--- config.mk ---
export PLATFORM = sky130hd
export DESIGN_NAME = bbd_queue
export DESIGN_NICKNAME = d
export VERILOG_FILES = /design/src/sv/bbd_pkg.sv /design/src/sv/bbd_queue.sv
export SDC_FILE = /design/constraint.sdc
export NUM_CORES = 1
export LEC_CHECK = 0
export BUFFER_PORTS_ARGS = -buffer_cell sky130_fd_sc_hd__buf_2
export CORE_MARGIN = 2
export CORE_UTILIZATION = 47
export CTS_CLUSTER_DIAMETER = 150
export DETAILED_ROUTE_END_ITERATION = 10
export PLACE_DENSITY = 0.88
export SETUP_SLACK_MARGIN = 0.3
export SLEW_MARGIN = 20
export SYNTH_ARGS = -nofsm -noshare
export SYNTH_HDL_FRONTEND = slang
export SYNTH_SLANG_ARGS = --single-unit
--- constraint.sdc ---
create_clock -name clk_i -period 4.3 [get_ports clk_i]
set_clock_uncertainty 0.2 [all_clocks]
set_input_delay 0.86 -clock clk_i [delete_from_list [all_inputs] [get_ports clk_i]]
set_output_delay 0.86 -clock clk_i [all_outputs]
set_load 0.01 [all_outputs]
--- src/sv/bbd_pkg.sv ---
// Shared types and constants for the BGGR bilinear demosaic block.
`default_nettype none
package bbd_pkg;
  localparam int PIX_W          = 8;
  localparam int FW_W           = 12;
  localparam int FH_W           = 13;
  localparam int MIN_SIZE       = 4;
  localparam int DEF_MAX_WIDTH  = 2048;
  localparam int DEF_MAX_HEIGHT = 4096;
  localparam logic [FW_W-1:0] FW_RESET = 12'd1920;
  localparam logic [FH_W-1:0] FH_RESET = 13'd1080;
  localparam int ADDR_W  = 3;
  localparam int DATA_W  = 32;
  localparam int Q_DEPTH = 2;

  typedef enum logic {
    REG_FRAME_WIDTH  = 1'b0,
    REG_FRAME_HEIGHT = 1'b1
  } reg_idx_e;

  typedef enum logic [1:0] {
    KIND_MAIN     = 2'd0,
    KIND_ROW_END  = 2'd1,
    KIND_LAST_ROW = 2'd2,
    KIND_CORNER   = 2'd3
  } kind_e;

  typedef struct packed {
    logic [8:0][PIX_W-1:0] pix;
    logic                  r_odd;
    logic                  col0;
    logic                  c_is1;
    logic                  col_end;
    logic                  last_row;
    logic                  top_mirror;
  } job_t;
endpackage
`default_nettype wire

--- src/sv/bbd_queue.sv ---
// Two-entry job queue between front end and back end.
`default_nettype none
module bbd_queue import bbd_pkg::*; (
  input  wire logic clk_i,
  input  wire logic rst_ni,
  input  wire logic push_i,
  input  job_t      job_i,
  output logic      ready_o,
  output logic      valid_o,
  output job_t      job_o,
  input  wire logic pop_i
);
  job_t       store_q [Q_DEPTH];
  logic       wr_q, rd_q;
  logic [1:0] count_q;

  assign valid_o = count_q != 2'd0;
  assign ready_o = (count_q != 2'(Q_DEPTH)) || pop_i;
  assign job_o   = store_q[rd_q];

  always_ff @(posedge clk_i or negedge rst_ni) begin
    if (!rst_ni) begin
      wr_q    <= 1'b0;
      rd_q    <= 1'b0;
      count_q <= 2'd0;
    end else begin
      if (push_i) wr_q <= ~wr_q;
      if (pop_i) rd_q <= ~rd_q;
      count_q <= count_q + 2'(push_i) - 2'(pop_i);
    end
  end

  always_ff @(posedge clk_i) begin
    if (push_i) store_q[wr_q] <= job_i;
  end
endmodule
`default_nettype wire

==> results of run 1 <==
[routing by layer]
layer | vias up | track usage | part of all wire | wire length, um
met2 | 116 | 0.258 | 0.51 | 5160
li1 | 1368 | - | - | -
met3 | 16 | 0.0570 | 0.067 | 683
met5 | - | 0 | 0 | 0
met1 | 1449 | 0.174 | 0.41 | 4170
met4 | 0 | 0.0770 | 0.019 | 198
[layout make-up]
class,count,area [um^2],share of cell area
multi-input cells,87,1020,0.136
inverters,2,7.51,0.00100
flip-flops and latches,160,4790,0.638
repair buffers,164,868,0.116
well taps,168,210,0.0280
clock inverters,11,138,0.0183
clock buffers,21,470,0.0627
[cells in the mapped netlist, drive strengths merged]
cell,instances
mux2,78
or3b,1
nor2b,1
dfrtp,4
and2,1
xor3,1
inv,2
ha,2
xor2,2
buf,9
or2,1
edfxtp,156
[logic make-up after synthesis]
| family | after synthesis | share of synthesized area |
|---|---|---|
| adders and majority gates | 2 | 0.00427 |
| buffers and inverters | 11 | 0.0122 |
| DFF | 160 | 0.816 |
| xor gates and xnor gates | 3 | 0.00704 |
| muxes | 78 | 0.156 |
| and+or+nand+nor | 4 | 0.00470 |
[state kept, by name, indices dropped and copies added, names as in the netlist]
signal,cells
count_q,2
rd_q,1
store_q,156
wr_q,1
[critical path, stage by stage, from the launching register on]
cell and delay (ns):
dfrtp_4 0.77, buf_16 0.30, mux2_2 0.39, buf_2 0.15
[power breakdown]
part | internal, mW | switching (mW) | total, mW
Clock | 0.953 | 0.553 | 1.51
Combinational | 0.665 | 0.653 | 1.32
Sequential | 2.08 | 0.147 | 2.22
Total | 3.69 | 1.35 | 5.05
[layout by cell type (no fill, tap or decap), types with 3 or more instances in the layout]
cell / n
buf_2: 161
bufinv_16: 3
clkbuf_16: 17
clkbuf_8: 3
clkinv_2: 5
clkinvlp_4: 3
dfrtp_1: 3
edfxtp_1: 156
mux2_2: 68
mux2_4: 10
[worst max path at each step]
stage / startpoint / to / slack, ns / depth (start not counted)
floorplan: push_i / store_q[0][0] / 0.76 / 1
global placement: rd_q / job_o[1] / 1.48 / 2
detailed placement: rd_q / job_o[7] / 1.49 / 2
CTS: rd_q / job_o[69] / 1.00 / 2
global route: rd_q / job_o[7] / 1.09 / 3
finish: rd_q / job_o[7] / 1.17 / 3
[through the flow]
stage               cell area, um^2  hold WS, ns  power (mW)
global route                   7500       0.0334        5.27
global placement               6840        0.328        3.50
finish                         7500       0.0464        5.05
CTS                            7450       0.0223        5.07
floorplan                      5870        0.273        3.09
detailed placement             6840        0.348        3.55
==> impl_metrics.ini, run 1 <==
[status]
outcome = complete, no violations

[final_layout]
fin_nets = 516
layout.cells.non_filler = 613
flow.area_growth_from_synthesis_pct = 27.9
fillers = 906
final_util = 0.619
post_route_cells_drive_above_1_share = 0.625
num_antenna_cells = 0

[clock_network]
clk_pin_slew_worst_paths_ns = 0.06
skew_pair_late_insertion_delay_ns = 0.41
tritoncts = done
cts.path.max_buffers = 2
number_of_h_tree_levels = 4
cts_root_buffer_type = clkbuf_16
number_of_sinks_driven_by_the_clock_tree = 160
cts_buffers = 17
cts.hold.buffers_added = 0
cts-resized-gates = 0
cts_setup_buffers = 0

[sta]
achievable-frequency_ghz = 0.320
setup_repair_after_global_routing_missed_its_margin = no
layout_min_cycle_time_ns = 3.13
min_period_over_period = 0.728
slew_headroom = 0.318
timing.setup.tns_ns = 0
slew_viol_final = 0
final_hold_viol_count = 0
setup_slack_ns = 1.17
max_slew.worst_pin.slew_ns = 1.02
setup_viol = 0

[synth]
ys_warn_count = 0
syn_area_mm2 = 0.00587
yosys-top-cells-area = edfxtp_1 (80%), mux2_2 (13%), mux2_4 (2.6%)
synth-seq-area-share = 0.816
top_area_cell_type_share_of_the_netlist_area = 0.799
synth.ff_latch_count = 160
syn_avg_cell_area_um2 = 22.7
synth_largest_area_cell = edfxtp_1
syn_nets = 342
synth_cell_type_count = 14
instance_count_of_the_mapped_netlist = 258

[die]
die_area_mm2 = 0.0134
placementRows = 40
die_height_um = 116
design.core.area_mm2 = 0.0121
start_util = 0.484
die_w_um = 116
io_pins = 162

[placed_design]
hpwl_reported_at_the_end_of_detailed_placement_mm = 6.35
placedCellCount = 579
gp_routability_congestion = 0.676
io_buffer_count = 161
dp_slack_ns = 1.49

[route]
ant_nets = 0
ratio_of_routed_vias_to_standard_cells = 4.81
route.detailed.drc = 0
initialDrtViolationCount = 170
vias = 2949
avgRoutedWirePerCell_um = 16.7
routed_wirelength_mm = 10.2
drt-pass1-iter-count = 4

[global_route]
grt_util_all_layers = 0.154
grt_start_max_net_pins = 80
global_route_congestion_overflow_total = 0
initial_antenna_violation_count = 0
first_pass_grt_wire_length_mm = 14.9
number_of_global_route_vias_before_repair = 3048

[worst_setup_path]
worst-path-max-fanout = 44
worst-r2r-setup-slack_ns = 2.35
crit_end_category = output pin
worst-setup-path-type = register to output pin
reg2reg_depth = 2
cp.arrival_ns = 2.07
startpoint_type = register
regToRegEndpoint = store_q[0][62]
timing.critical_path.required_ns = 3.24
r2r_start = wr_q

[flow_run]
maxCapViolCount = 0

[worst_hold_path]
hold_path_class = input port to async pin

[power]
peakVddDrop_mv = 0.640
cellLeakagePower_nw = 2.88
power_per_cell_area_mw_per_mm2 = 673
Note: power is estimated with default switching activity, not from simulation.
==> run 2, diff against run 1 <==
--- a/config.mk
+++ b/config.mk
@@ -7,10 +7,10 @@
 export LEC_CHECK = 0
 export BUFFER_PORTS_ARGS = -buffer_cell sky130_fd_sc_hd__buf_2
 export CORE_MARGIN = 2
-export CORE_UTILIZATION = 47
+export CORE_UTILIZATION = 52
 export CTS_CLUSTER_DIAMETER = 150
 export DETAILED_ROUTE_END_ITERATION = 10
-export PLACE_DENSITY = 0.88
+export PLACE_DENSITY = 0.91
 export SETUP_SLACK_MARGIN = 0.3
 export SLEW_MARGIN = 20
 export SYNTH_ARGS = -nofsm -noshare
==> constraint.sdc (replaced) <==
create_clock -name clk_i -period 2.9 [get_ports clk_i]
set_clock_uncertainty 0.2 [all_clocks]
set_input_delay 0.58 -clock clk_i [delete_from_list [all_inputs] [get_ports clk_i]]
set_output_delay 0.58 -clock clk_i [all_outputs]
set_load 0.01 [all_outputs]
==> run 2 against run 1 <==
Count of clock-buffer cells in the layout is 2 higher. Global-route usage is 0.88 points higher. Sequential share of layout area is 0.76 points higher. Critical path depth stayed put. Worst hold slack better by 0.11 ns. Critical path type unchanged. Combinational power is 57% higher. Clock power is 26% higher.
==> impl_metrics.ini, run 2 (synthesis gave the netlist of run 1 again) <==
[final_layout]
flow.area_growth_from_synthesis_pct = 26.4
biggestRegsByFlops = store_q (156), count_q (2)
fin_nets = 520
largest_register = store_q
largest_reg_flops = 156
post_route_cells_drive_above_1_share = 0.615
num_antenna_cells = 0
layout.cells.most_common = buf_2
layout_common_cells = buf_2 (161), edfxtp_1 (156), mux2_2 (68)

[sta]
final_hold_viol_count = 0
setup_repair_after_global_routing_missed_its_margin = no
slew_viol_final = 0
setup_slack_ns = 0.432
achievable-frequency_ghz = 0.405
timing.setup.tns_ns = 0
slew_headroom = 0.594
max_slew.worst_pin.slew_ns = 0.610
setup_viol = 0
min_period_over_period = 0.851
layout_min_cycle_time_ns = 2.47

[route]
route.detailed.drc = 0
drt-pass1-iter-count = 4
vias = 2947
avgRoutedWirePerCell_um = 17.0
ratio_of_routed_vias_to_standard_cells = 5.00
initialDrtViolationCount = 135
routed_wirelength_mm = 10.0
ant_nets = 0

[die]
io_pins = 162
design.core.area_mm2 = 0.0109
placementRows = 38
start_util = 0.536
die_w_um = 110
die_area_mm2 = 0.0121
die_height_um = 110

[global_route]
use_met2 = 0.277
number_of_global_route_vias_before_repair = 2933
initial_antenna_violation_count = 0
first_pass_grt_wire_length_mm = 14.3
grt_start_max_net_pins = 80
grt-busiest-layer = met2
grt_util_all_layers = 0.163
grt_use_met1 = 0.186
grtUsageMet3 = 0.0606
global_route_congestion_overflow_total = 0

[clock_network]
skew_pair_late_insertion_delay_ns = 0.40
cts_root_buffer_type = clkbuf_16
cts_buffers = 17
tritoncts = done
number_of_h_tree_levels = 4
cts.path.max_buffers = 2
number_of_sinks_driven_by_the_clock_tree = 160
clk_pin_slew_worst_paths_ns = 0.06

[worst_setup_path]
worst-setup-path-type = register to output pin
worst-path-max-fanout = 39
worst-r2r-setup-slack_ns = 1.17
crit_end_category = output pin
timing.critical_path.required_ns = 2.12
cp.arrival_ns = 1.69
startpoint_type = register

[worst_hold_path]
hold_path_class = input port to register

[placed_design]
gp_routability_congestion = 0.682
hpwl_reported_at_the_end_of_detailed_placement_mm = 6.46
dp_slack_ns = 0.782
io_buffer_count = 161

[flow_run]
maxCapViolCount = 0

[power]
comb_power_share = 0.288
internal_power_mw = 5.19
net-switching-power_mw = 2.00
share_seq_of_total_power = 0.446
power.switching_fraction = 0.278
power_per_cell_area_mw_per_mm2 = 969
cellLeakagePower_nw = 2.84
power.clock.fraction = 0.266
peakVddDrop_mv = 0.557

[status]
outcome = complete, no violations
## run 2: through the flow
stage / hold slack (ns) / area [um^2] / total power [mW] / cells / util
6_report: 0.160 / 7410 / 7.19 / 589 / 0.678
5_1_grt: 0.140 / 7410 / 7.53 / 589 / 0.678
4_1_cts: 0.138 / 7380 / 7.21 / 588 / 0.675
3_5_place_dp: 0.191 / 6860 / 5.28 / 555 / 0.627
3_3_place_gp: 0.186 / 6860 / 5.22 / 555 / 0.627
2_1_floorplan: 0.0844 / 5870 / 4.57 / 258 / -
## run 2: worst max-delay path: stages (launching register included)
cell and delay, ns:
dfrtp_4 0.46, clkbuf_16 0.28, mux2_2 0.37, buf_2 0.14
## run 2: timing repair
item | 4_1_cts | 5_1_grt
buffers inserted | 0 | 0
endpoints found under the setup margin | 0 | 22
hold endpoints to repair | 4 | 0
hold buffers | 1 | 0
gates resized for setup | 0 | 1
## run 2: path summary, 6_finish.rpt
check,to,depth (start not counted),start
max,job_o[19],3,rd_q
min,store_q[1][37],1,job_i[37]
max reg2reg,store_q[1][43],2,wr_q
min reg2reg,wr_q,1,wr_q
max in group asynchronous,rd_q,2,rst_ni
min in group asynchronous,count_q[1],2,rst_ni
## run 2: layout make-up
class / instances / area [um^2]
sequential: 160 / 4790
fill: 738 / 3520
multi-input combinational: 87 / 1020
timing repair buffer: 168 / 911
clock buffer: 23 / 448
tap: 140 / 175
clock inverter: 9 / 63.8
inverter: 2 / 7.51
## run 2: layer usage
layer	vias up	part of all wire
met1	1454	0.39
li1	1378	-
met2	108	0.54
met5	-	0
met3	7	0.067
met4	0	0.0063
## run 2: power by group through the flow
stage | registers [mW] | logic (mW) | clock network, mW
finish | 3.20 | 2.07 | 1.91
detailed placement | 3.24 | 2.04 | 0
floorplan | 3.20 | 1.37 | 0
global route | 3.24 | 2.25 | 2.04
global placement | 3.20 | 2.02 | 0
CTS | 3.20 | 2.06 | 1.96
