==> config.mk <==
export PLATFORM = sky130hd
export DESIGN_NAME = bbd_back
export DESIGN_NICKNAME = d
export VERILOG_FILES = /design/src/sv/bbd_pkg.sv /design/src/sv/bbd_back.sv
export SDC_FILE = /design/constraint.sdc
export NUM_CORES = 1
export LEC_CHECK = 0
export BUFFER_PORTS_ARGS = -buffer_cell sky130_fd_sc_hd__buf_2
export CORE_MARGIN = 3
export CORE_UTILIZATION = 36
export CTS_CLUSTER_DIAMETER = 50
export CTS_CLUSTER_SIZE = 8
export DETAILED_ROUTE_END_ITERATION = 10
export MAX_ROUTING_LAYER = met4
export RECOVER_POWER = 25
export SLEW_MARGIN = 20
export SYNTH_ARGS = -nofsm -noshare
export SYNTH_HDL_FRONTEND = slang
export SYNTH_SLANG_ARGS = --single-unit
==> constraint.sdc <==
create_clock -name clk_i -period 6.7 [get_ports clk_i]
set_input_delay 2.01 -clock clk_i [delete_from_list [all_inputs] [get_ports clk_i]]
set_output_delay 2.01 -clock clk_i [all_outputs]
set_load 0.01 [all_outputs]
==> src/sv/bbd_pkg.sv <==
// Shared types and constants for the BGGR bilinear demosaic block.
`default_nettype none
package bbd_pkg;
  localparam int PIX_W          = 8;
  localparam int FW_W           = 12;
  localparam int FH_W           = 13;
  localparam int MIN_SIZE       = 4;
  localparam int DEF_MAX_WIDTH  = 2048;
  localparam int DEF_MAX_HEIGHT = 4096;
  localparam logic [FW_W-1:0] FW_RESET = 12'd1920;
  localparam logic [FH_W-1:0] FH_RESET = 13'd1080;
  localparam int ADDR_W  = 3;
  localparam int DATA_W  = 32;
  localparam int Q_DEPTH = 2;

  typedef enum logic {
    REG_FRAME_WIDTH  = 1'b0,
    REG_FRAME_HEIGHT = 1'b1
  } reg_idx_e;

  typedef enum logic [1:0] {
    KIND_MAIN     = 2'd0,
    KIND_ROW_END  = 2'd1,
    KIND_LAST_ROW = 2'd2,
    KIND_CORNER   = 2'd3
  } kind_e;

  typedef struct packed {
    logic [8:0][PIX_W-1:0] pix;
    logic                  r_odd;
    logic                  col0;
    logic                  c_is1;
    logic                  col_end;
    logic                  last_row;
    logic                  top_mirror;
  } job_t;
endpackage
`default_nettype wire

==> src/sv/bbd_back.sv <==
// Back end: expands each job into its output pixels and holds the output register.
`default_nettype none
module bbd_back import bbd_pkg::*; (
  input  wire logic clk_i,
  input  wire logic rst_ni,
  input  wire logic head_valid_i,
  input  job_t      head_i,
  output logic      pop_o,
  output logic      out_valid_o,
  input  wire logic out_stall_i,
  output logic [PIX_W-1:0] red_o,
  output logic [PIX_W-1:0] green_o,
  output logic [PIX_W-1:0] blue_o,
  output logic      end_of_row_o,
  output logic      end_of_frame_o,
  output logic      last_of_run_o
);
  kind_e      kind_q, kind_d;
  logic       load, done;
  logic       orow_odd, ocol_odd, first_col, last_col, eor, eof;
  logic [1:0] wc, lc, rc, top, mid, bot;
  logic [PIX_W-1:0] cv, red, green, blue;
  logic [PIX_W+1:0] cross_sum, diag;
  logic [PIX_W:0]   vert, horz;

  function automatic logic [PIX_W-1:0] px(job_t j, logic [1:0] r, logic [1:0] c);
    logic [3:0] idx;
    idx = 4'(r) * 4'd3 + 4'(c);
    return j.pix[idx];
  endfunction

  assign load  = head_valid_i && (!out_valid_o || !out_stall_i);

  always_comb begin
    kind_d = KIND_MAIN;
    done   = 1'b1;
    case (kind_q)
      KIND_MAIN: begin
        if (head_i.col_end) begin
          kind_d = KIND_ROW_END; done = 1'b0;
        end else if (head_i.last_row) begin
          kind_d = KIND_LAST_ROW; done = 1'b0;
        end
      end
      KIND_ROW_END: begin
        if (head_i.last_row) begin
          kind_d = KIND_LAST_ROW; done = 1'b0;
        end
      end
      KIND_LAST_ROW: begin
        if (head_i.col_end) begin
          kind_d = KIND_CORNER; done = 1'b0;
        end
      end
      default: begin
        done = 1'b1;
      end
    endcase
    pop_o = load && done;
  end

  always_comb begin
    orow_odd  = head_i.r_odd;
    ocol_odd  = ~head_i.col0;
    wc        = 2'd1;
    first_col = head_i.c_is1;
    last_col  = 1'b0;
    top       = head_i.top_mirror ? 2'd2 : 2'd0;
    mid       = 2'd1;
    bot       = 2'd2;
    eor       = 1'b0;
    eof       = 1'b0;
    case (kind_q)
      KIND_MAIN: begin
      end
      KIND_ROW_END: begin
        ocol_odd = 1'b1; wc = 2'd2; first_col = 1'b0; last_col = 1'b1; eor = 1'b1;
      end
      KIND_LAST_ROW: begin
        orow_odd = 1'b1; top = 2'd1; mid = 2'd2; bot = 2'd1;
      end
      default: begin
        orow_odd = 1'b1; ocol_odd = 1'b1; wc = 2'd2; first_col = 1'b0; last_col = 1'b1;
        top = 2'd1; mid = 2'd2; bot = 2'd1; eor = 1'b1; eof = 1'b1;
      end
    endcase
    lc    = first_col ? wc + 2'd1 : wc - 2'd1;
    rc    = last_col ? wc - 2'd1 : wc + 2'd1;
    cv    = px(head_i, mid, wc);
    cross_sum = (PIX_W+2)'(px(head_i, top, wc)) + (PIX_W+2)'(px(head_i, bot, wc))
              + (PIX_W+2)'(px(head_i, mid, lc)) + (PIX_W+2)'(px(head_i, mid, rc));
    diag  = (PIX_W+2)'(px(head_i, top, lc)) + (PIX_W+2)'(px(head_i, top, rc))
          + (PIX_W+2)'(px(head_i, bot, lc)) + (PIX_W+2)'(px(head_i, bot, rc));
    vert  = (PIX_W+1)'(px(head_i, top, wc)) + (PIX_W+1)'(px(head_i, bot, wc));
    horz  = (PIX_W+1)'(px(head_i, mid, lc)) + (PIX_W+1)'(px(head_i, mid, rc));
    if (!orow_odd && !ocol_odd) begin
      blue = cv; green = cross_sum[PIX_W+1:2]; red = diag[PIX_W+1:2];
    end else if (orow_odd && ocol_odd) begin
      red = cv; green = cross_sum[PIX_W+1:2]; blue = diag[PIX_W+1:2];
    end else if (!orow_odd) begin
      green = cv; red = vert[PIX_W:1]; blue = horz[PIX_W:1];
    end else begin
      green = cv; red = horz[PIX_W:1]; blue = vert[PIX_W:1];
    end
  end

  always_ff @(posedge clk_i or negedge rst_ni) begin
    if (!rst_ni) begin
      kind_q      <= KIND_MAIN;
      out_valid_o <= 1'b0;
    end else begin
      if (load) begin
        kind_q      <= kind_d;
        out_valid_o <= 1'b1;
      end else if (!out_stall_i) begin
        out_valid_o <= 1'b0;
      end
    end
  end

  always_ff @(posedge clk_i) begin
    if (load) begin
      red_o          <= red;
      green_o        <= green;
      blue_o         <= blue;
      end_of_row_o   <= eor;
      end_of_frame_o <= eof;
      last_of_run_o  <= done;
    end
  end
endmodule
`default_nettype wire

==> results of run 1 <==
-- sequential cells by signal, summed over array words and instances, names as in the netlist --
register        flops
red_o               8
end_of_row_o        1
last_of_run_o       1
end_of_frame_o      1
green_o             8
blue_o              8
kind_q              2
out_valid_o         1
-- critical path, delay by kind of cell --
kind / cells / cell delay, ps
AO/OA/AOI/OAI: 8 / 1130
buffers and inverters: 5 / 520
multiplexers: 1 / 480
AND/OR/NAND/NOR: 3 / 540
XOR/XNOR: 1 / 130
adder cells (fa/ha/maj): 4 / 1650
-- area by class of cell --
class,count,area (sq um)
sequential,30,886
antenna,1,2.50
inverter,82,308
fill,2071,12200
tap,280,350
multi-input combinational,646,6770
clock inverter,1,30.0
clock buffer,7,133
timing repair buffer,193,1240
-- cell usage after synthesis (8+ instances only) --
master	instances
edfxtp_1	27
inv_1	82
nor3_1	16
nand3_1	16
mux2_2	18
mux2i_1	59
nor2b_1	16
xnor2_1	24
o21ai_0	34
nor2_1	50
a21oi_1	49
fa_1	34
nand2b_1	8
mux4_2	107
nand2_1	50
ha_1	39
clkbuf_1	26
o22ai_1	23
a21o_1	8
buf_2	23
-- metal layers --
metal  part of all wire, %  GRT usage [%]
met4                   2.1           4.42
met3                   9.5           3.97
met1                    42           32.1
met5                     0              -
met2                    46           35.5
-- worst paths after layout --
path,from,endpoint
worst max-delay path,head_i[0],green_o[7]$_DFFE_PP_
worst min-delay path,out_valid_o$_DFFE_PN0P_,out_valid_o$_DFFE_PN0P_
worst max register to register,kind_q[0]$_DFFE_PN0P_,blue_o[7]$_DFFE_PP_
worst min register to register,out_valid_o$_DFFE_PN0P_,out_valid_o$_DFFE_PN0P_
max in group asynchronous,rst_ni,kind_q[0]$_DFFE_PN0P_
min in group asynchronous,rst_ni,out_valid_o$_DFFE_PN0P_
-- through the flow --
step / area (sq um) / setup TNS (ps) / std cells / util (%) / worst slack (ps)
6_report: 9720 / 0 / 1240 / 44.3 / 200
3_5_place_dp: 9490 / -4910 / 1230 / 43.2 / -461
3_3_place_gp: 9490 / -4280 / 1230 / 43.2 / -395
2_1_floorplan: 8120 / 0 / 813 / - / 24.1
5_1_grt: 9710 / 0 / 1239 / 44.2 / 0.983
4_1_cts: 9670 / 0 / 1238 / 44.0 / 6.27
-- timing repair --
| item | 4_1_cts | 5_1_grt |
|---|---|---|
| buffers inserted | 0 | 1 |
| pin swaps | 1 | 4 |
| endpoints found under the setup margin | 12 | 14 |
| gates resized for setup | 5 | 15 |
-- cell families after synthesis --
kind of cell,after synthesis
AO/OA/AOI/OAI,185
multiplexers,184
AND/OR/NAND/NOR,173
buffers and inverters,137
adder cells (fa/ha/maj),73
XOR/XNOR,31
flip-flops,30
==> flow_summary_export.csv, run 1 <==
group,metric,value,unit
die,die_area,24300,sq um
layout,layout_common_cells,"mux4_2, buf_2, inv_1",
timing,maxSlewViolCount,0,
worst_setup_path,worstSetupStartpointType,"input pin",
timing,slew_headroom,32.4,%
placed_design,place.detailed.hpwl,22.8,mm
min_path,hp-class,"reg -> reg",
layout,final_common_cell,"mux4_2",
global_routing,grt_max_degree,58,
worst_setup_path,cp_slowest_cell,"fa_1",
synthesis,synth_mux_area_share,39.6,%
global_routing,overflow,0,
drt,drt_iter0_drc,718,
worst_setup_path,cp-end-kind,"flip-flop",
worst_setup_path,worst_ep_required_time,6670,ps
timing,period_needed,6500,ps
global_routing,grt_antenna_before_repair,0,
synthesis,synth_seq_cells,30,
worst_setup_path,max_stage_delay,530,ps
die,die_w,156,microns
worst_setup_path,arrival,6470,ps
timing,hold_viol_final,0,
timing,worst_hold_slack,494,ps
drt,vias,7583,
cts,clockRootBuffer,"clkbuf_16",
synthesis,yosysTopAreaCell,"mux4_2",
worst_setup_path,critPathMaxFanout,8,
drt,antenna_left,0,
synthesis,syn_inst,813,
run,maxCapViolCount,0,
die,start_util,36.8,%
die,die_height,156,microns
synthesis,synth_simple_gate_area_share,10.0,%
drt,wirelength,27.7,mm
cts,cts_buffer_depth,2,
die,core_region_area,22000,sq um
layout,final_nets,1113,
synthesis,synth_nets,968,
cts,numCtsBuffers,5,
cts,cts_tree,"done",
placed_design,portBuffers,110,
cts,postCtsHoldBufs,0,
synthesis,synth_compound_area_share,14.8,%
timing,worst_pin_slew,1010,ps
cts,cts.htree.levels,2,
run_status,status,"finished, final reports clean",
layout,syn_to_final_growth,20.2,%
synthesis,ys_warn_count,0,
drt,dr.pass1.iters,4,
synthesis,synth_area,8080,sq um
cts,cts.sinks,30,
synthesis,seq_area_frac_synth,11.0,%
placed_design,gp_congestion,0.964,
min_path,hold_depth,2,
drt,wire_per_inst,22.4,microns
synthesis,synth_cell_types,60,
die,io_pins,111,
drt,drc,0,
synthesis,synth.top_cell.area_share,29.8,%
worst_setup_path,worst_r2r_path_depth,18,
synthesis,synth_top_family_by_area,"multiplexers",
timing,setup_viol,0,
synthesis,syn_area_per_cell,9.94,sq um
synthesis,ys_top_cells_by_area,"mux4_2, edfxtp_1, fa_1",
timing,fmax,154,MHz
drt,via_per_inst,6.12,
layout,layout-drive-gt1-share,34.8,%
synthesis,synth_flop_cell,"edfxtp_1",
worst_setup_path,crit_chain,"buf_2 -> or2_4 -> ha_4 -> xnor2_4 -> buf_12 -> buf_4 -> mux4_2 -> a21oi_1 -> o21ai_0 -> fa_1 -> inv_1 -> fa_1 -> inv_1 -> ha_1 -> nor2b_1 -> o21ai_2 -> a21boi_2 -> o21ai_1 -> nand2b_1 -> a21o_1 -> a211oi_1 -> a21oi_1",
global_routing,first_global_vias,7227,
synthesis,synthArstFlopShare,10.0,%
timing,rsz0062_at_grt,"no",
cts,clkSlewWorstSetupHoldPaths,50,ps
synthesis,yosys.area_share.xor_xnor,3.36,%
synthesis,synth_fa_ha_area_share,14.5,%
timing,clock_skew,6.71,ps
worst_setup_path,rrSetupSlack,650,ps
synthesis,synth-edff-count,27,
global_routing,track_usage,23.0,%
global_routing,grt_pass1_wl,42.2,mm
cts,clk_latency,270,ps
die,fp-row-count,54,
worst_setup_path,critPathKind,"in -> reg",
timing,finalCritPeriodShare,97.0,%
Power of run 1 is not shown: default switching activity piles up to over one toggle a cycle in this logic, so the estimate is an artifact.
==> inputs of run 2 (changes only) <==
Settings changed: BUFFER_PORTS_ARGS -buffer_cell sky130_fd_sc_hd__buf_2 to not set, DONT_BUFFER_PORTS set to 1.
==> run 2 against run 1 <==
  * Global-route usage is essentially flat
  * Register-to-register slack better by 40 ps
  * First-iteration DRC count grew 4.5%
  * Highest routed layer unchanged
==> flow_summary_export.csv, run 2 (synthesis results as in run 1) <==
group,metric,value,unit
run_status,status,"finished, final reports clean",
worst_setup_path,cp-end-kind,"flip-flop",
placed_design,place.detailed.hpwl,22.6,mm
run,maxCapViolCount,0,
placed_design,portBuffers,0,
global_routing,grt_antenna_before_repair,0,
drt,antenna_left,0,
timing,fmax,155,MHz
die,fp-row-count,54,
layout,layout_common_cells,"mux4_2, inv_1, buf_4",
layout,final_nets,993,
worst_setup_path,worst_ep_required_time,6680,ps
drt,dr.pass1.iters,5,
die,die_area,24300,sq um
timing,slew_headroom,4.77,%
timing,worst_pin_slew,1430,ps
cts,cts.htree.levels,2,
layout,final_common_cell,"mux4_2",
global_routing,grt_pass1_wl,41.6,mm
layout,final_util,41.0,%
worst_setup_path,worst_r2r_path_depth,21,
cts,clkSlewWorstSetupHoldPaths,50,ps
worst_setup_path,cpLargestDelayFamily,"adder cells",
timing,maxSlewViolCount,0,
worst_setup_path,critPathKind,"in -> reg",
layout,layout-drive-gt1-share,27.4,%
die,start_util,36.8,%
worst_setup_path,arrival,6430,ps
cts,cts_buffer_depth,2,
drt,drc,0,
min_path,hold_depth,2,
timing,rsz0062_at_grt,"no",
layout,stdcell_count,1119,
cts,clockRootBuffer,"clkbuf_16",
cts,numCtsBuffers,5,
cts,cts_tree,"done",
worst_setup_path,crit_cells,19,
worst_setup_path,rrSetupSlack,690,ps
drt,wirelength,27.6,mm
global_routing,grt.busiest_layer,"met2",
die,die_w,156,microns
drt,drt_iter0_drc,750,
placed_design,gp_congestion,0.938,
cts,cts.sinks,30,
worst_setup_path,worstSetupStartpointType,"input pin",
worst_setup_path,max_stage_delay,570,ps
timing,finalCritPeriodShare,96.3,%
drt,wire_per_inst,24.7,microns
drt,vias,7116,
global_routing,grt_max_degree,38,
drt,via_per_inst,6.36,
global_routing,grt_use_met3,6.82,%
cts,clk_latency,270,ps
worst_setup_path,critPathMaxFanout,3,
timing,hold_viol_final,0,
layout,syn_to_final_growth,11.5,%
worst_setup_path,path_buf_inv,5,
worst_setup_path,endpoint,"green_o[6]$_DFFE_PP_",
worst_setup_path,rr_endpoint,"blue_o[7]$_DFFE_PP_",
timing,period_needed,6450,ps
global_routing,grt.met2_usage,34.6,%
layout,reg_top3,"blue_o: 8 flops, green_o: 8 flops, red_o: 8 flops",
die,die_height,156,microns
layout,diodes,0,
timing,setup_viol,0,
die,io_pins,111,
worst_setup_path,r2r_start,"kind_q[0]$_DFFE_PN0P_",
global_routing,grt_use_met1,30.7,%
worst_setup_path,critical_path.startpoint,"head_i[0]",
worst_setup_path,crit_chain,"or2_2 -> ha_2 -> xnor2_4 -> buf_12 -> mux4_2 -> a21oi_1 -> o21ai_0 -> buf_4 -> fa_1 -> inv_1 -> fa_1 -> inv_1 -> ha_1 -> a31o_2 -> a2111oi_2 -> buf_4 -> o41ai_1 -> xnor2_1 -> o21ai_1",
worst_setup_path,cp_slowest_cell,"fa_1",
die,core_region_area,22000,sq um
global_routing,track_usage,22.9,%
min_path,hp-class,"reg -> reg",
global_routing,overflow,0,
timing,clock_skew,2.78,ps
placed_design,dp.cells,1108,
global_routing,first_global_vias,6951,
==> run 2: cell types whose count changed in the layout (fill, tap and decap cells not counted), sizes merged <==
cell	before	now
buf	178	72
bufinv	1	0
clkbuf	22	6
clkinv	0	2
clkinvlp	0	1
diode	1	0
==> run 2: timing repair <==
action,in CTS,in global routing
buffers inserted,0,3
hold buffers,0,0
setup endpoints to repair,0,14
resized for setup,0,17
==> run 2: cell type report <==
| cell class | count | area (sq um) |
|---|---|---|
| multi-input combinational | 646 | 6750 |
| inverter | 82 | 308 |
| fill | 2110 | 12900 |
| tap | 280 | 350 |
| sequential | 30 | 886 |
| clock buffer | 5 | 125 |
| clock inverter | 3 | 16.3 |
| timing repair buffer | 73 | 582 |
==> run 2: routing by layer <==
metal	wire, microns	part of all wire, %	vias to the layer above
li1	-	-	3166
met1	11000	40	3496
met2	12400	45	410
met3	3410	12	44
met4	731	2.6	0
met5	0	0	-
==> run 2: how the worst min path moves through the flow <==
stage | to | slack [ps] | startpoint
after floorplan | out_valid_o$_DFFE_PN0P_ | 530 | out_valid_o$_DFFE_PN0P_
after global placement | out_valid_o$_DFFE_PN0P_ | 560 | out_valid_o$_DFFE_PN0P_
after detailed placement | out_valid_o$_DFFE_PN0P_ | 570 | out_valid_o$_DFFE_PN0P_
after CTS | out_valid_o$_DFFE_PN0P_ | 580 | out_valid_o$_DFFE_PN0P_
after global routing | out_valid_o$_DFFE_PN0P_ | 630 | out_valid_o$_DFFE_PN0P_
final | out_valid_o$_DFFE_PN0P_ | 570 | out_valid_o$_DFFE_PN0P_
==> run 2: metrics by stage <==
step	worst slack, ps	TNS, ps	hold slack (ps)	cell area (sq um)
after global routing	9.65	0	631	9010
after floorplan	24.1	0	535	8120
final	249	0	573	9010
after detailed placement	-258	-1810	570	8800
after CTS	13.1	0	582	8940
after global placement	-232	-1760	559	8800
==> run 2: worst reg2reg max path, cell delays in order (launching register included) <==
cell and delay, ps:
dfrtp_1 470, inv_1 240, ha_1 400, or2_0 400
ha_2 270, nor2_1 50, xnor2_1 410, mux4_2 570
a21oi_1 240, fa_1 460, inv_1 90, fa_1 380
inv_1 70, ha_1 240, nor2b_1 140, o21ai_1 150
a21boi_1 120, o21a_1 180, nor2_1 150, o21bai_1 90
a21o_1 190, mux4_2 440
Power of run 2 is left out for the same reason.
==> inputs of run 3 (changes only) <==
Settings changed: CTS_CLUSTER_DIAMETER 50 to not set, HOLD_SLACK_MARGIN set to 0.03.
Clock period 6.7 ns to 5.2 ns, I/O delays scaled along.
==> run 3 against run 2 <==
  * The flow now finishes with violations (setup timing)
  * Critical path depth unchanged
  * Final cell count increased by 11%
  * Core utilization increased by 6.9 points
  * Final area increased by 17%
  * Global-route usage increased by 2.6 points
  * Critical endpoint is now red_o[7]$_DFFE_PP_
  * Highest routed layer unchanged
==> flow_summary_export.csv, run 3 (synthesis results as in run 1) <==
group,metric,value,unit
worst_setup_path,critPathKind,"in -> reg",
run,maxCapViolCount,0,
layout,layout_common_cells,"buf_4, mux4_2, inv_1",
timing,period_needed,5890,ps
layout,final_common_cell,"buf_4",
timing,rsz0062_at_grt,"yes",
die,die_height,156,microns
timing,clock_skew,4.22,ps
placed_design,gp_congestion,1.00,
timing,slew_headroom,34.0,%
drt,wirelength,30.3,mm
die,fp-row-count,54,
global_routing,grt_antenna_before_repair,0,
drt,drc,0,
drt,dr.pass1.iters,5,
timing,layout_setup_ws,-694,ps
drt,vias,7819,
layout,nFillCells,2019,
cts,cts_tree,"done",
worst_setup_path,critical_path.startpoint,"head_i[0]",
die,io_pins,111,
die,die_area,24300,sq um
placed_design,place.detailed.hpwl,24.6,mm
layout,final_nets,1120,
min_path,hp-class,"reg -> reg",
worst_setup_path,arrival,5900,ps
worst_setup_path,crit_chain,"or2_4 -> buf_6 -> ha_4 -> xnor2_4 -> buf_6 -> buf_4 -> mux4_2 -> a21o_1 -> fa_1 -> fa_1 -> inv_2 -> ha_4 -> o21ai_2 -> a21boi_4 -> o21a_1 -> nor2_2 -> o21bai_1 -> a21o_1 -> mux4_2",
cts,cts_buffer_depth,2,
layout,final_util,47.9,%
layout,diodes,0,
cts,cts.sinks,30,
layout,layout-drive-gt1-share,44.1,%
global_routing,grt_pass1_wl,46.3,mm
drt,wire_per_inst,24.3,microns
global_routing,overflow,0,
drt,antenna_left,0,
worst_setup_path,critPathMaxFanout,4,
global_routing,grt_max_degree,37,
drt,drt_iter0_drc,737,
cts,cts.htree.levels,2,
worst_setup_path,cp-end-kind,"flip-flop",
worst_setup_path,r2r_start,"kind_q[0]$_DFFE_PN0P_",
timing,finalCritPeriodShare,113,%
cts,clk_latency,270,ps
global_routing,track_usage,25.5,%
placed_design,place_ws,-1100,ps
layout,syn_to_final_growth,30.2,%
cts,clkSlewWorstSetupHoldPaths,50,ps
run_status,violations,"setup timing",
worst_setup_path,cp_slowest_cell,"fa_1",
worst_setup_path,worst_ep_required_time,5210,ps
die,core_region_area,22000,sq um
worst_setup_path,max_stage_delay,540,ps
layout,reg_top3,"blue_o: 8 flops, green_o: 8 flops, red_o: 8 flops",
timing,setup_viol,23,
timing,fmax,170,MHz
run_status,status,"complete, but fails checks",
timing,hold_viol_final,0,
worst_setup_path,worstSetupStartpointType,"input pin",
die,die_w,156,microns
min_path,holdCritStartpoint,"out_valid_o$_DFFE_PN0P_",
global_routing,first_global_vias,7658,
die,start_util,36.8,%
cts,clockRootBuffer,"clkbuf_16",
timing,maxSlewViolCount,0,
drt,via_per_inst,6.28,
placed_design,portBuffers,0,
cts,numCtsBuffers,5,
timing,worst_pin_slew,986,ps
-- run 3: per-stage QoR --
step                      cell area [sq um]  hold slack [ps]  cells  TNS [ps]
after floorplan                        8340              535    813     -9750
after global placement                 9840              558   1214    -18750
after detailed placement               9840              562   1214    -19520
after CTS                             10300              575   1239    -10340
after global routing                  10500              621   1246    -14650
final                                 10500              566   1246    -11240
-- run 3: routing by layer --
layer,track usage (%),part of all wire (%),vias to the layer above
met3,4.99,10,62
met4,7.32,2.6,0
met2,39.9,47,464
met1,33.9,40,3884
met5,-,0,-
li1,-,-,3409
-- run 3: final timing paths --
kind	to	slack, ps	cells after the start
max	red_o[7]$_DFFE_PP_	-690	19
min	out_valid_o$_DFFE_PN0P_	570	2
max reg2reg	green_o[5]$_DFFE_PP_	-390	25
min reg2reg	out_valid_o$_DFFE_PN0P_	570	2
max in group asynchronous	kind_q[1]$_DFFE_PN0P_	4160	0
min in group asynchronous	out_valid_o$_DFFE_PN0P_	980	0
-- run 3: timing repair --
item / 4_1_cts / 5_1_grt
setup endpoints to repair: 24 / 24
hold buffers: 0 / 0
endpoints found under the hold margin: 0 / 0
gates resized for setup: 40 / 38
pin swaps: 42 / 42
gates cloned: 1 / 0
setup buffers: 16 / 7
-- run 3: critical path: cells and delay by family --
| family | cells | cell delay (ps) |
|---|---|---|
| AO/OA/AOI/OAI | 6 | 790 |
| XOR/XNOR | 1 | 260 |
| adder cells (fa/ha/maj) | 4 | 1520 |
| buffers and inverters | 4 | 410 |
| multiplexers | 2 | 940 |
| AND/OR/NAND/NOR | 2 | 400 |
-- run 3: cell type report --
cell class              count  area [sq um]  share of cell area [%]
clock buffers               5           125                    1.19
clock inverters             3          16.3                   0.155
inverters                  82           308                    2.93
multi-input cells         646          7170                    68.2
flip-flops and latches     30           886                    8.42
well taps                 280           350                    3.33
repair buffers            200          1660                    15.8
Power of run 3 is left out for the same reason.
